[config.mk]
export PLATFORM = sky130hd
export DESIGN_NAME = rtp_audio_packetizer
export DESIGN_NICKNAME = d
export VERILOG_FILES = /design/src/rtl/core/rtpap_pkg.sv /design/src/rtl/core/rtp_audio_packetizer.sv /design/src/rtl/core/rtpap_div.sv /design/src/rtl/core/rtpap_dp.sv /design/src/rtl/core/rtpap_ctrl.sv
export SDC_FILE = /design/constraint.sdc
export NUM_CORES = 1
export LEC_CHECK = 0
export BUFFER_PORTS_ARGS = -buffer_cell sky130_fd_sc_hd__clkbuf_2
export CAP_MARGIN = 20
export CORE_AREA = 2 2 241 243
export DETAILED_ROUTE_END_ITERATION = 10
export DIE_AREA = 0 0 243 245
export PLACE_DENSITY = 0.61
export SLEW_MARGIN = 20
export SYNTH_ARGS = -nofsm -noshare
export SYNTH_HDL_FRONTEND = slang
export SYNTH_SLANG_ARGS = --single-unit
[constraint.sdc]
create_clock -name clk -period 12.1 [get_ports clk]
set_input_delay 0 -clock clk [delete_from_list [all_inputs] [get_ports clk]]
set_output_delay 0 -clock clk [all_outputs]
set_load 0.05 [all_outputs]
[src/rtl/core/rtpap_pkg.sv]
// Package for the RTP audio packetizer: shared constants, register indexes,
// and the command/status structs between controller and datapath.
// No dependencies.
package rtpap_pkg;

    localparam int PACKET_MARGIN = 4;
    localparam int MAX_CHANNELS  = 64;
    localparam int HEADER_BYTES  = 12;

    // config register indexes
    localparam logic [2:0] REG_MTU          = 3'd0;
    localparam logic [2:0] REG_CHANNELS     = 3'd1;
    localparam logic [2:0] REG_BPS          = 3'd2;
    localparam logic [2:0] REG_BLOCK_FRAMES = 3'd3;
    localparam logic [2:0] REG_PAYLOAD_TYPE = 3'd4;
    localparam logic [2:0] REG_SOURCE_ID    = 3'd5;

    localparam logic [15:0] MTU_RESET          = 16'd1500;
    localparam logic [6:0]  CHANNELS_RESET     = 7'd2;
    localparam logic [2:0]  BPS_RESET          = 3'd2;
    localparam logic [12:0] BLOCK_FRAMES_RESET = 13'd1024;
    localparam logic [6:0]  PAYLOAD_TYPE_RESET = 7'd96;

    localparam logic [7:0] RTP_VERSION_BYTE = 8'h80;

    // divider widths: payload size and frame size in bytes
    localparam int PSIZE_W = 16;
    localparam int FB_W    = 9;

    typedef struct packed {
        logic load_byte;
        logic calc_fb;
        logic start_block;
        logic drop_byte;
        logic start_div;
        logic set_packet;
        logic emit_err;
        logic emit_hdr;
        logic emit_pay;
    } cmd_t;

    typedef struct packed {
        logic block_empty;
        logic size_zero;
        logic dropping;
        logic pkt_empty;
        logic div_busy;
        logic psize_zero;
        logic hdr_last;
        logic out_room;
    } status_t;

endpackage

[src/rtl/core/rtp_audio_packetizer.sv]
// Channel      Direction  Handshake              Payload
// s_axis       in         s_axis_tvalid/tready   tdata[7:0] payload_byte
// m_axis       out        m_axis_tvalid/tready   tdata out_byte, tlast packet_end, tuser flags
// cfg          in         cfg_valid/cfg_ready    cfg_index[2:0], cfg_data[31:0]
//
// A byte inside a packet is accepted, checked and emitted. The first byte of
// a block also runs the block size multiply; the first byte of a packet also runs
// the 16-step restoring divider, the sizing and the 12 header bytes.
// A byte that finds no whole frame emits an error; a dropped byte is not emitted.
// Reset clears counters and RTP state and loads the config defaults.
// The output register frees the controller; further output stalls hold it in place.
// Top level of the RTP audio packetizer: controller plus datapath.
// Depends on rtpap_pkg, rtpap_ctrl, rtpap_dp.
module rtp_audio_packetizer (
    input  logic        clk,
    input  logic        rst_n,
    input  logic        s_axis_tvalid,
    output logic        s_axis_tready,
    input  logic [7:0]  s_axis_tdata,   // [7:0] payload_byte
    output logic        m_axis_tvalid,
    input  logic        m_axis_tready,
    output logic [7:0]  m_axis_tdata,   // [7:0] out_byte
    output logic        m_axis_tlast,
    output logic [1:0]  m_axis_tuser,   // [0] is_header, [1] empty_error
    input  logic        cfg_valid,
    output logic        cfg_ready,
    input  logic [2:0]  cfg_index,
    input  logic [31:0] cfg_data
);

    rtpap_pkg::cmd_t    cmd;
    rtpap_pkg::status_t status;

    assign cfg_ready = 1'b1;

    rtpap_ctrl u_ctrl (
        .clk      (clk),
        .rst_n    (rst_n),
        .in_valid (s_axis_tvalid),
        .in_ready (s_axis_tready),
        .status   (status),
        .cmd      (cmd)
    );

    rtpap_dp u_dp (
        .clk        (clk),
        .rst_n      (rst_n),
        .cmd        (cmd),
        .status     (status),
        .in_byte    (s_axis_tdata),
        .cfg_write  (cfg_valid && cfg_ready),
        .cfg_index  (cfg_index),
        .cfg_data   (cfg_data),
        .out_ready  (m_axis_tready),
        .out_valid  (m_axis_tvalid),
        .out_byte   (m_axis_tdata),
        .out_header (m_axis_tuser[0]),
        .out_end    (m_axis_tlast),
        .out_error  (m_axis_tuser[1])
    );

endmodule

[src/rtl/core/rtpap_div.sv]
// Restoring divider for the RTP packetizer: payload bytes / frame bytes,
// one quotient bit per cycle. Depends on rtpap_pkg.
module rtpap_div (
    input  logic                              clk,
    input  logic                              rst_n,
    input  logic                              start,
    input  logic [rtpap_pkg::PSIZE_W-1:0]     dividend,
    input  logic [rtpap_pkg::FB_W-1:0]        divisor,
    output logic                              busy,
    output logic [rtpap_pkg::PSIZE_W-1:0]     quotient,
    output logic [rtpap_pkg::FB_W-1:0]        remainder
);

    logic [rtpap_pkg::PSIZE_W-1:0] quo_reg;
    logic [rtpap_pkg::FB_W-1:0]    rem_reg;
    logic [rtpap_pkg::FB_W-1:0]    div_reg;
    logic [4:0]                    cnt_reg;
    logic                          busy_reg;

    logic [rtpap_pkg::FB_W:0]      rem_w;
    logic                          ge;
    logic [rtpap_pkg::FB_W:0]      rem_sub;

    assign rem_w   = {rem_reg, quo_reg[rtpap_pkg::PSIZE_W-1]};
    assign ge      = rem_w >= {1'b0, div_reg};
    assign rem_sub = rem_w - {1'b0, div_reg};

    always_ff @(posedge clk or negedge rst_n)
    begin
        if (!rst_n)
        begin
            busy_reg <= 1'b0;
            cnt_reg  <= 5'd0;
        end
        else if (start)
        begin
            busy_reg <= 1'b1;
            cnt_reg  <= 5'(rtpap_pkg::PSIZE_W - 1);
        end
        else if (busy_reg)
        begin
            if (cnt_reg == 5'd0)
                busy_reg <= 1'b0;
            else
                cnt_reg <= cnt_reg - 5'd1;
        end
    end

    always_ff @(posedge clk)
    begin
        if (start)
        begin
            quo_reg <= dividend;
            rem_reg <= '0;
            div_reg <= divisor;
        end
        else if (busy_reg)
        begin
            quo_reg <= {quo_reg[rtpap_pkg::PSIZE_W-2:0], ge};
            rem_reg <= ge ? rem_sub[rtpap_pkg::FB_W-1:0] : rem_w[rtpap_pkg::FB_W-1:0];
        end
    end

    assign busy      = busy_reg;
    assign quotient  = quo_reg;
    assign remainder = rem_reg;

endmodule

[src/rtl/core/rtpap_dp.sv]
// Datapath of the RTP packetizer: config registers, RTP header state,
// block/packet counters, divider and output register. Depends on rtpap_pkg, rtpap_div.
module rtpap_dp (
    input  logic                 clk,
    input  logic                 rst_n,
    input  rtpap_pkg::cmd_t      cmd,
    output rtpap_pkg::status_t   status,
    input  logic [7:0]           in_byte,
    input  logic                 cfg_write,
    input  logic [2:0]           cfg_index,
    input  logic [31:0]          cfg_data,
    input  logic                 out_ready,
    output logic                 out_valid,
    output logic [7:0]           out_byte,
    output logic                 out_header,
    output logic                 out_end,
    output logic                 out_error
);

    // configuration
    logic [15:0] mtu_reg;
    logic [6:0]  channels_reg;
    logic [2:0]  bps_reg;
    logic [12:0] block_frames_reg;
    logic [6:0]  payload_type_reg;
    logic [31:0] source_id_reg;

    // RTP and framing state
    logic [15:0] seq_reg;
    logic [31:0] ts_reg;
    logic        marker_reg;
    logic [23:0] block_left_reg;
    logic [15:0] pkt_left_reg;
    logic [15:0] pkt_frames_reg;
    logic        dropping_reg;
    logic [3:0]  hdr_cnt_reg;

    // per-item working registers
    logic [7:0]                    byte_reg;
    logic [rtpap_pkg::FB_W-1:0]    fb_reg;
    logic [rtpap_pkg::PSIZE_W-1:0] psize_reg;

    // output register
    logic        out_valid_reg;
    logic [7:0]  out_byte_reg;
    logic        out_header_reg;
    logic        out_end_reg;
    logic        out_error_reg;

    logic [9:0]                    fb_prod;
    logic [21:0]                   size_prod;
    logic [15:0]                   cap;
    logic [15:0]                   psize_pre;
    logic [15:0]                   psize_final;
    logic                          div_busy;
    logic [rtpap_pkg::PSIZE_W-1:0] div_quo;
    logic [rtpap_pkg::FB_W-1:0]    div_rem;
    logic [7:0]                    hdr_byte;
    logic [15:0]                   pkt_left_dec;
    logic                          chan_ok;

    assign fb_prod   = {3'd0, channels_reg} * {7'd0, bps_reg};
    assign size_prod = {13'd0, fb_reg} * {9'd0, block_frames_reg};

    assign cap = (mtu_reg > 16'(rtpap_pkg::HEADER_BYTES))
               ? mtu_reg - 16'(rtpap_pkg::HEADER_BYTES) : 16'd0;

    always_comb
    begin
        if ({8'd0, cap} > block_left_reg)
            psize_pre = block_left_reg[15:0];
        else if (cap > 16'(2 * rtpap_pkg::PACKET_MARGIN))
            psize_pre = cap - 16'(rtpap_pkg::PACKET_MARGIN);
        else
            psize_pre = cap;
    end

    // whole frames only: drop the remainder
    assign psize_final = psize_reg - {7'd0, div_rem};

    // divisor comes straight from the registers: fb_reg loads on the same edge
    rtpap_div u_div (
        .clk       (clk),
        .rst_n     (rst_n),
        .start     (cmd.start_div),
        .dividend  (psize_pre),
        .divisor   (fb_prod[rtpap_pkg::FB_W-1:0]),
        .busy      (div_busy),
        .quotient  (div_quo),
        .remainder (div_rem)
    );

    always_comb
    begin
        case (hdr_cnt_reg)
            4'd0:    hdr_byte = rtpap_pkg::RTP_VERSION_BYTE;
            4'd1:    hdr_byte = {marker_reg, payload_type_reg};
            4'd2:    hdr_byte = seq_reg[15:8];
            4'd3:    hdr_byte = seq_reg[7:0];
            4'd4:    hdr_byte = ts_reg[31:24];
            4'd5:    hdr_byte = ts_reg[23:16];
            4'd6:    hdr_byte = ts_reg[15:8];
            4'd7:    hdr_byte = ts_reg[7:0];
            4'd8:    hdr_byte = source_id_reg[31:24];
            4'd9:    hdr_byte = source_id_reg[23:16];
            4'd10:   hdr_byte = source_id_reg[15:8];
            4'd11:   hdr_byte = source_id_reg[7:0];
            default: hdr_byte = 8'd0;
        endcase
    end

    assign pkt_left_dec = pkt_left_reg - 16'd1;
    assign chan_ok = (cfg_data[6:0] != 7'd0) && (cfg_data[6:0] <= 7'(rtpap_pkg::MAX_CHANNELS));

    always_ff @(posedge clk or negedge rst_n)
    begin
        if (!rst_n)
        begin
            mtu_reg          <= rtpap_pkg::MTU_RESET;
            channels_reg     <= rtpap_pkg::CHANNELS_RESET;
            bps_reg          <= rtpap_pkg::BPS_RESET;
            block_frames_reg <= rtpap_pkg::BLOCK_FRAMES_RESET;
            payload_type_reg <= rtpap_pkg::PAYLOAD_TYPE_RESET;
            source_id_reg    <= 32'd0;
        end
        else if (cfg_write)
        begin
            case (cfg_index)
                rtpap_pkg::REG_MTU:          mtu_reg <= cfg_data[15:0];
                rtpap_pkg::REG_CHANNELS:
                begin
                    if (chan_ok)
                        channels_reg <= cfg_data[6:0];
                end
                rtpap_pkg::REG_BPS:          bps_reg <= cfg_data[2:0];
                rtpap_pkg::REG_BLOCK_FRAMES: block_frames_reg <= cfg_data[12:0];
                rtpap_pkg::REG_PAYLOAD_TYPE: payload_type_reg <= cfg_data[6:0];
                rtpap_pkg::REG_SOURCE_ID:    source_id_reg <= cfg_data;
                default: ;
            endcase
        end
    end

    always_ff @(posedge clk or negedge rst_n)
    begin
        if (!rst_n)
        begin
            seq_reg        <= 16'd0;
            ts_reg         <= 32'd0;
            marker_reg     <= 1'b1;
            block_left_reg <= 24'd0;
            pkt_left_reg   <= 16'd0;
            pkt_frames_reg <= 16'd0;
            dropping_reg   <= 1'b0;
            hdr_cnt_reg    <= 4'd0;
        end
        else
        begin
            if (cmd.start_block)
            begin
                block_left_reg <= {2'd0, size_prod};
                pkt_left_reg   <= 16'd0;
                dropping_reg   <= 1'b0;
            end
            if (cmd.drop_byte)
                block_left_reg <= block_left_reg - 24'd1;
            if (cmd.emit_err)
            begin
                dropping_reg   <= 1'b1;
                block_left_reg <= block_left_reg - 24'd1;
            end
            if (cmd.set_packet)
            begin
                pkt_left_reg   <= psize_final;
                pkt_frames_reg <= div_quo;
                hdr_cnt_reg    <= 4'd0;
            end
            if (cmd.emit_hdr)
                hdr_cnt_reg <= hdr_cnt_reg + 4'd1;
            if (cmd.emit_pay)
            begin
                pkt_left_reg   <= pkt_left_dec;
                block_left_reg <= block_left_reg - 24'd1;
                if (pkt_left_dec == 16'd0)
                begin
                    seq_reg    <= seq_reg + 16'd1;
                    ts_reg     <= ts_reg + {16'd0, pkt_frames_reg};
                    marker_reg <= 1'b0;
                end
            end
        end
    end

    always_ff @(posedge clk)
    begin
        if (cmd.load_byte)
            byte_reg <= in_byte;
        if (cmd.calc_fb)
            fb_reg <= fb_prod[rtpap_pkg::FB_W-1:0];
        if (cmd.start_div)
            psize_reg <= psize_pre;
    end

    always_ff @(posedge clk or negedge rst_n)
    begin
        if (!rst_n)
            out_valid_reg <= 1'b0;
        else if (cmd.emit_err || cmd.emit_hdr || cmd.emit_pay)
            out_valid_reg <= 1'b1;
        else if (out_ready)
            out_valid_reg <= 1'b0;
    end

    always_ff @(posedge clk)
    begin
        if (cmd.emit_err)
        begin
            out_byte_reg   <= 8'd0;
            out_header_reg <= 1'b0;
            out_end_reg    <= 1'b0;
            out_error_reg  <= 1'b1;
        end
        else if (cmd.emit_hdr)
        begin
            out_byte_reg   <= hdr_byte;
            out_header_reg <= 1'b1;
            out_end_reg    <= 1'b0;
            out_error_reg  <= 1'b0;
        end
        else if (cmd.emit_pay)
        begin
            out_byte_reg   <= byte_reg;
            out_header_reg <= 1'b0;
            out_end_reg    <= (pkt_left_reg == 16'd1);
            out_error_reg  <= 1'b0;
        end
    end

    always_comb
    begin
        status.block_empty = (block_left_reg == 24'd0);
        status.size_zero   = (size_prod == 22'd0);
        status.dropping    = dropping_reg;
        status.pkt_empty   = (pkt_left_reg == 16'd0);
        status.div_busy    = div_busy;
        // a zero frame size means no whole frame fits
        status.psize_zero  = (fb_reg == '0) || (psize_final == 16'd0);
        status.hdr_last    = (hdr_cnt_reg == 4'(rtpap_pkg::HEADER_BYTES - 1));
        status.out_room    = !out_valid_reg || out_ready;
    end

    assign out_valid  = out_valid_reg;
    assign out_byte   = out_byte_reg;
    assign out_header = out_header_reg;
    assign out_end    = out_end_reg;
    assign out_error  = out_error_reg;

endmodule

[src/rtl/core/rtpap_ctrl.sv]
// Controller state machine of the RTP packetizer: sequences block start,
// packet sizing, header and payload output. Depends on rtpap_pkg.
module rtpap_ctrl (
    input  logic                 clk,
    input  logic                 rst_n,
    input  logic                 in_valid,
    output logic                 in_ready,
    input  rtpap_pkg::status_t   status,
    output rtpap_pkg::cmd_t      cmd
);

    localparam logic [3:0] S_IDLE  = 4'd0;
    localparam logic [3:0] S_FB    = 4'd1;
    localparam logic [3:0] S_SIZE  = 4'd2;
    localparam logic [3:0] S_CHECK = 4'd3;
    localparam logic [3:0] S_DIV   = 4'd4;
    localparam logic [3:0] S_PSIZE = 4'd5;
    localparam logic [3:0] S_ERR   = 4'd6;
    localparam logic [3:0] S_HDR   = 4'd7;
    localparam logic [3:0] S_PAY   = 4'd8;

    logic [3:0] state_reg;
    logic [3:0] state_next;

    always_ff @(posedge clk or negedge rst_n)
    begin
        if (!rst_n)
            state_reg <= S_IDLE;
        else
            state_reg <= state_next;
    end

    assign in_ready = (state_reg == S_IDLE);

    always_comb
    begin
        cmd        = '0;
        state_next = state_reg;
        case (state_reg)
            S_IDLE:
            begin
                if (in_valid)
                begin
                    cmd.load_byte = 1'b1;
                    state_next    = status.block_empty ? S_FB : S_CHECK;
                end
            end
            S_FB:
            begin
                cmd.calc_fb = 1'b1;
                state_next  = S_SIZE;
            end
            S_SIZE:
            begin
                if (status.size_zero)
                    state_next = S_IDLE;
                else
                begin
                    cmd.start_block = 1'b1;
                    state_next      = S_CHECK;
                end
            end
            S_CHECK:
            begin
                if (status.dropping)
                begin
                    cmd.drop_byte = 1'b1;
                    state_next    = S_IDLE;
                end
                else if (status.pkt_empty)
                begin
                    // frame size may have changed since the block started
                    cmd.calc_fb   = 1'b1;
                    cmd.start_div = 1'b1;
                    state_next    = S_DIV;
                end
                else
                    state_next = S_PAY;
            end
            S_DIV:
            begin
                if (!status.div_busy)
                    state_next = S_PSIZE;
            end
            S_PSIZE:
            begin
                if (status.psize_zero)
                    state_next = S_ERR;
                else
                begin
                    cmd.set_packet = 1'b1;
                    state_next     = S_HDR;
                end
            end
            S_ERR:
            begin
                if (status.out_room)
                begin
                    cmd.emit_err = 1'b1;
                    state_next   = S_IDLE;
                end
            end
            S_HDR:
            begin
                if (status.out_room)
                begin
                    cmd.emit_hdr = 1'b1;
                    if (status.hdr_last)
                        state_next = S_PAY;
                end
            end
            S_PAY:
            begin
                if (status.out_room)
                begin
                    cmd.emit_pay = 1'b1;
                    state_next   = S_IDLE;
                end
            end
            default:
            begin
                state_next = S_IDLE;
            end
        endcase
    end

endmodule

## Word level (Yosys, flattened, before mapping)

Index checks and enable logic that the tools add are counted.

| storage, ports and cells | value |
|---|---|
| RAM bits | 0 |
| memories kept | 0 |
| bits in latches | 0 |
| memory bits (read-only) | 0 |
| bits in registers | 277 |
| word-level logic and storage cells | 168 |

| cells by class | value |
|---|---|
| bitwise operators | 0 |
| reductions and logical operators | 35 |
| multiply operators | 2 |
| add/subtract/negate cells | 10 |
| equal/unequal tests | 31 |
| divide/modulo/power cells | 0 |
| shifts and indexed selects | 0 |
| order comparisons | 5 |
| mux-type cells | 57 |

Operator list:

| operator | count |
|---|---|
| $mux 16 | 8 |
| $mux 24 | 4 |
| $pmux 8 s12 | 1 |
| $logic_not 16->1 | 3 |
| $mux 4 | 9 |
| $add 32x16->32 | 1 |
| $eq 4x3->1 const B | 8 |
| $gt 16x4->1 const B | 2 |
| $pmux 4 s8 | 1 |
| $gt 16x24->1 | 1 |
| $logic_not 24->1 | 1 |
| $mux 1 | 24 |
| $sub 24x1->24 const B | 1 |
| $logic_not 22->1 | 1 |
| $mul 9x13->22 | 1 |
| $eq 4x4->1 const B | 5 |
| $add 16x1->16 const B | 1 |
| $eq 16x1->1 const B | 1 |
| $eq 4x2->1 const B | 4 |
| $mux 8 | 2 |
| $sub 16x1->16 const B | 1 |
| $sub 16x3->16 const B | 1 |
| $sub 16x4->16 const B | 1 |
| $sub 16x9->16 | 1 |
| 31 further kinds | 57 |

## Longest topological paths before layout

| depth | value |
|---|---|
| depth after elaboration | 8 |
| depth in mapped cells | 22 |
| gate-level depth less buffers | 19 |

## Cells and area by module

From an unflattened synthesis, not the netlist that was laid out.

| second synthesis, totals | value |
|---|---|
| cell total of the unflattened synthesis | 2,070 |
| area total of the unflattened synthesis | 19,932.9 µm² |

By module, submodules not included:

| module | sequential area each (µm²) | cells an instance | area an instance (µm²) | instances |
|---|---|---|---|---|
| rtpap_dp | 5,957.0 | 1,845 | 17,361.7 | 1 |
| rtpap_div | 1,081.0 | 174 | 2,169.6 | 1 |
| rtpap_ctrl | 100.1 | 49 | 390.4 | 1 |
| rtp_audio_packetizer | 0.0 | 2 | 11.3 | 1 |

## Worst setup path after synthesis

No wires, ideal clock.

| path | value |
|---|---|
| kind | reg-to-reg |
| start point | reg u_dp.fb_reg[8] (netlist name) |
| end point | reg u_ctrl.state_reg[0] |
| data arrival time | 5.309 ns |
| path buffers | 3 |
| period minus slack after synthesis | 5.456 ns |
| cell stages (with the launch flop) | 19 |
| library setup time | 0.146 ns |
| setup slack | 6.644 ns |
| path through | edfxtp_1 clkbuf_1 nand2_1 fa_1 fa_1 fa_1 fa_1 inv_1 ha_1 or3_1 a21oi_1 nor3_1 or3_1 a2bb2oi_1 nand4b_1 o31ai_1 buf_2 buf_1 nand4_1 |

| between the ends | value |
|---|---|
| word-level cells in the longest chain between the ends | 4 |

Ends and longest elaborated chain:

| what | RTL line | source |
|---|---|---|
| start: declaration | rtpap_dp.sv:40 | `logic [rtpap_pkg::FB_W-1:0] fb_reg;` |
| start signal: assignment | rtpap_dp.sv:199 | `fb_reg <= fb_prod[rtpap_pkg::FB_W-1:0];` |
| $mul 9x13->22 / $logic_not 9->1 (equally long branches) | rtpap_dp.sv:63, rtpap_dp.sv:247 |  |
| $logic_not 22->1 / $logic_or 1x1->1 (equally long branches) | rtpap_dp.sv:242, rtpap_dp.sv:247 |  |
| $mux 2 / $mux 1 (equally long branches) | rtpap_ctrl.sv:55, rtpap_ctrl.sv:87 |  |
| $pmux 4 s8 * | rtpap_ctrl.sv:39 | `case (state_reg)` |
| end signal: assignment | rtpap_ctrl.sv:30 | `state_reg <= state_next;` |
| end: declaration | rtpap_ctrl.sv:22 | `logic [3:0] state_reg;` |

Every way passes the cells marked *; elsewhere a longest branch is shown, timed or not.
A chain may end at the register's enable or synchronous reset.

## Worst setup path in the final report

| path | value |
|---|---|
| start point | reg u_dp.fb_reg[8] (netlist name) |
| end point | reg u_dp.pkt_left_reg[3] |

| between the ends | value |
|---|---|
| word-level cells in the longest chain between the ends | 6 |

Ends and longest elaborated chain:

| what | RTL line | source |
|---|---|---|
| branches (longest 6 deep; another with $mul 9x13->22) | - |  |
| end signal: assignment | rtpap_dp.sv:174 | `pkt_left_reg <= psize_final;` |
| end signal: assignment | rtpap_dp.sv:182 | `pkt_left_reg <= pkt_left_dec;` |
| end: declaration | rtpap_dp.sv:33 | `logic [15:0] pkt_left_reg;` |

Several ways; the timed one is not identified.

==> reports/summary.log <==
INFO  outcome        run_status=finished with violations
INFO  outcome        failed_checks=hold timing
INFO  cts            cts_resized=0
INFO  yosys          synth_sequential_area_ratio=0.361
INFO  global_routing overflow=0
INFO  timing         layout_worst_path_cycle_share=0.511
INFO  drt            vias_per_cell=5.34
INFO  global_routing globalRouteTotalUtil=0.172
INFO  global_routing grt_antenna_before_repair=0
INFO  cells_and_area synthesis_to_layout_area_growth=12.6%
INFO  worst_setup_path timing.critical_path.arrival=6.71ns
INFO  worst_setup_path critPathLaunchType=flip-flop
INFO  timing         timing.final.hold_violations=7
INFO  yosys          synth_largest_area_cell=dfrtp_1
INFO  timing         timing_max_transition_violations_final=0
INFO  timing         setup_total_negative_slack=0ns
INFO  cells_and_area stdcell_count=2904
INFO  timing         holdWs=-0.0187ns
INFO  cts            cts-root-to-sink-buffers=3
INFO  drt            total_via_count_in_the_routed_design=15.5k
INFO  die            ios=62
INFO  yosys          synth-async-reset-ratio=0.718
INFO  die            die-area=59500um^2
INFO  yosys          synthesis.area=19800um^2
INFO  drt            drt_iter0_markers=1102
INFO  yosys          synth_enable_flop_cells=58
INFO  drt            total_iterations_of_the_first_detailed_routing_run=6
INFO  worst_setup_path setup.worst_path.end_class=flip-flop
INFO  timing         final.min_clock_period=6.19ns
INFO  drt            drt-wirelength-per-cell=17.8um
INFO  die            core.rowCount=88
INFO  worst_setup_path worst-endpoint-required=12.63ns
INFO  yosys          syn_area_per_cell=9.62um^2
INFO  run            drv_cap=0
INFO  timing         finalWorstSetupSlack=5.91ns
INFO  timing         headroom_to_the_max_slew_limit=0.298
INFO  yosys          yosys.cell_types.count=90
INFO  drt            postRouteWirelength=51600um
INFO  cts            htreeDepth=1
INFO  cts            worst_setup_hold_path_clk_slew=0.06ns
INFO  die            fp.dieW=243um
INFO  yosys          post_synth_main_area_contributors=dfrtp_1 (24%), fa_1 (8.8%), edfxtp_1 (8.8%)
INFO  timing         highest_attainable_clock_frequency=0.162GHz
INFO  yosys          ys_seq_elements=277
INFO  timing         rsz_0062_raised_after_global_routing=no
INFO  die            core-area=57000um^2
INFO  die            dieHeight=245um
INFO  place          place_ws=5.93ns
INFO  place          place_congestion=0.895
INFO  worst_setup_path worstPathMaxFanout=48
INFO  worst_setup_path timing.setup.critical_path_class=flip-flop to flip-flop
INFO  global_routing grt_max_degree=71
INFO  drt            drt.antenna.violating_nets=0
INFO  cts            clock_latency=0.60ns
INFO  global_routing first_global_vias=15.3k
INFO  yosys          synth_top_area_share=0.235
INFO  yosys          synth_cells=2055
INFO  place          dpl.cell_count=2798
INFO  cts            cts_tree=done
INFO  die            starting_density_of_the_core=0.347
INFO  cells_and_area layout.core_utilization=0.390
INFO  cells_and_area layout-drive-gt1-share=0.131
INFO  yosys          synthesized_net_count=2305
INFO  cts            cts-root-buf=clkbuf_16
INFO  cells_and_area antenna-diode-count=0
INFO  yosys          synth-warning-count=0
INFO  timing         max_slew.worst_pin.slew=1.04ns
INFO  cts            numCtsBuffers=30
INFO  global_routing grt_pass1_wl=83300um
INFO  hold_path      hold_class=input pin to async pin
INFO  cells_and_area finish.net_count=2365
INFO  timing         skew=0.0246ns
INFO  place          detailedPlacementHpwl=38600um
INFO  place          port_buffers=60
INFO  drt            drt_drc_violations_left=0
INFO  cts            cts.sink_count=277
INFO  yosys          ys_dominant_reg_cell=dfrtp_1
INFO  timing         final-setup-viol-count=0
kinds of logic after synthesis:
| logic type | Yosys count | synth area share |
|---|---|---|
| flops | 277 | 0.361 |
| compound gates | 409 | 0.135 |
| mux | 129 | 0.0728 |
| xor+xnor | 108 | 0.0479 |
| fa+ha+maj | 202 | 0.161 |
| buf+inv | 233 | 0.0463 |
| simple gates | 696 | 0.176 |
| other cells | 1 | 0.000190 |
critical path, cell delays in order, from the launching register on:
cell	delay, ns
edfxtp_1	0.64
nand2_1	0.15
fa_1	0.52
fa_1	0.52
fa_1	0.51
fa_1	0.54
inv_1	0.04
ha_1	0.37
or3_1	0.40
a21oi_1	0.24
nor3_1	0.16
or3_1	0.35
a2bb2oi_1	0.16
nand4b_1	0.19
o31ai_4	0.20
buf_4	0.46
and3_1	0.45
a221o_1	0.21
repair_timing:
item | CTS | global route
setup endpoints to repair | 0 | 0
hold buffers | 50 | 0
hold endpoints to repair | 165 | 0
buffers inserted | 0 | 0
path summary, 6_finish.rpt:
kind / startpoint / to / slack [ns] / depth (start not counted)
setup / recovery: u_dp.fb_reg[8] / u_dp.pkt_left_reg[3] / 5.91 / 17
hold / removal: rst_n / u_dp.pkt_left_reg[10] / -0.02 / 2
setup reg to reg: u_dp.fb_reg[8] / u_dp.pkt_left_reg[3] / 5.91 / 17
hold reg to reg: u_dp.ts_reg[31] / u_dp.ts_reg[31] / 0.46 / 1
max in group asynchronous: rst_n / u_dp.source_id_reg[9] / 10.76 / 3
min in group clk: s_axis_tdata[4] / u_dp.byte_reg[4] / 0.13 / 2
synth_stat cells, drive strengths merged, types with 29 or more instances:
master / count
ha: 115
nand2: 227
mux2: 115
xnor2: 57
nand3: 57
dfrtp: 186
inv: 135
and2: 58
xor2: 51
fa: 87
edfxtp: 58
o21ai: 94
clkbuf: 75
a21oi: 116
nor3: 49
nor2: 119
nand2b: 29
layout make-up:
class                           count  area [um^2]
Clock inverter                     13          123
Multi-Input combinational cell   1545        11800
Inverter                          136          510
Clock buffer                       43          851
Sequential cell                   277         7140
Tap cell                          765          957
Fill cell                        5696        34800
Timing Repair Buffer              125          922
layer usage:
metal	wire length, um	track usage	part of all wire
met3	2250	0.0200	0.044
met4	1690	0.0577	0.033
met5	0	0	0
met1	23300	0.231	0.45
met2	24400	0.288	0.47
cell usage in the layout (no fill, tap or decap), types with 50 or more instances in the layout:
cell | netlist | final
mux2_2 | 114 | 114
ha_1 | 115 | 115
dfrtp_1 | 186 | 186
dlygate4sd3_1 | 0 | 50
and2_1 | 57 | 57
nor2_1 | 119 | 119
xnor2_1 | 57 | 57
fa_1 | 87 | 87
o21ai_0 | 91 | 91
clkbuf_2 | 1 | 59
nand3_1 | 57 | 57
edfxtp_1 | 58 | 58
nand2_1 | 227 | 227
a21oi_1 | 115 | 115
xor2_1 | 51 | 51
inv_1 | 135 | 135
per-stage QoR:
step | hold slack (ns) | area [um^2]
floorplan | -0.296 | 19800
global placement | 0.0664 | 20800
detailed placement | 0.0677 | 20800
CTS | 0.0178 | 22300
global route | 0.0462 | 22300
finish | -0.0187 | 22300
Power is not shown: default switching activity piles up to over one toggle a cycle in this logic, so the estimate is an artifact.
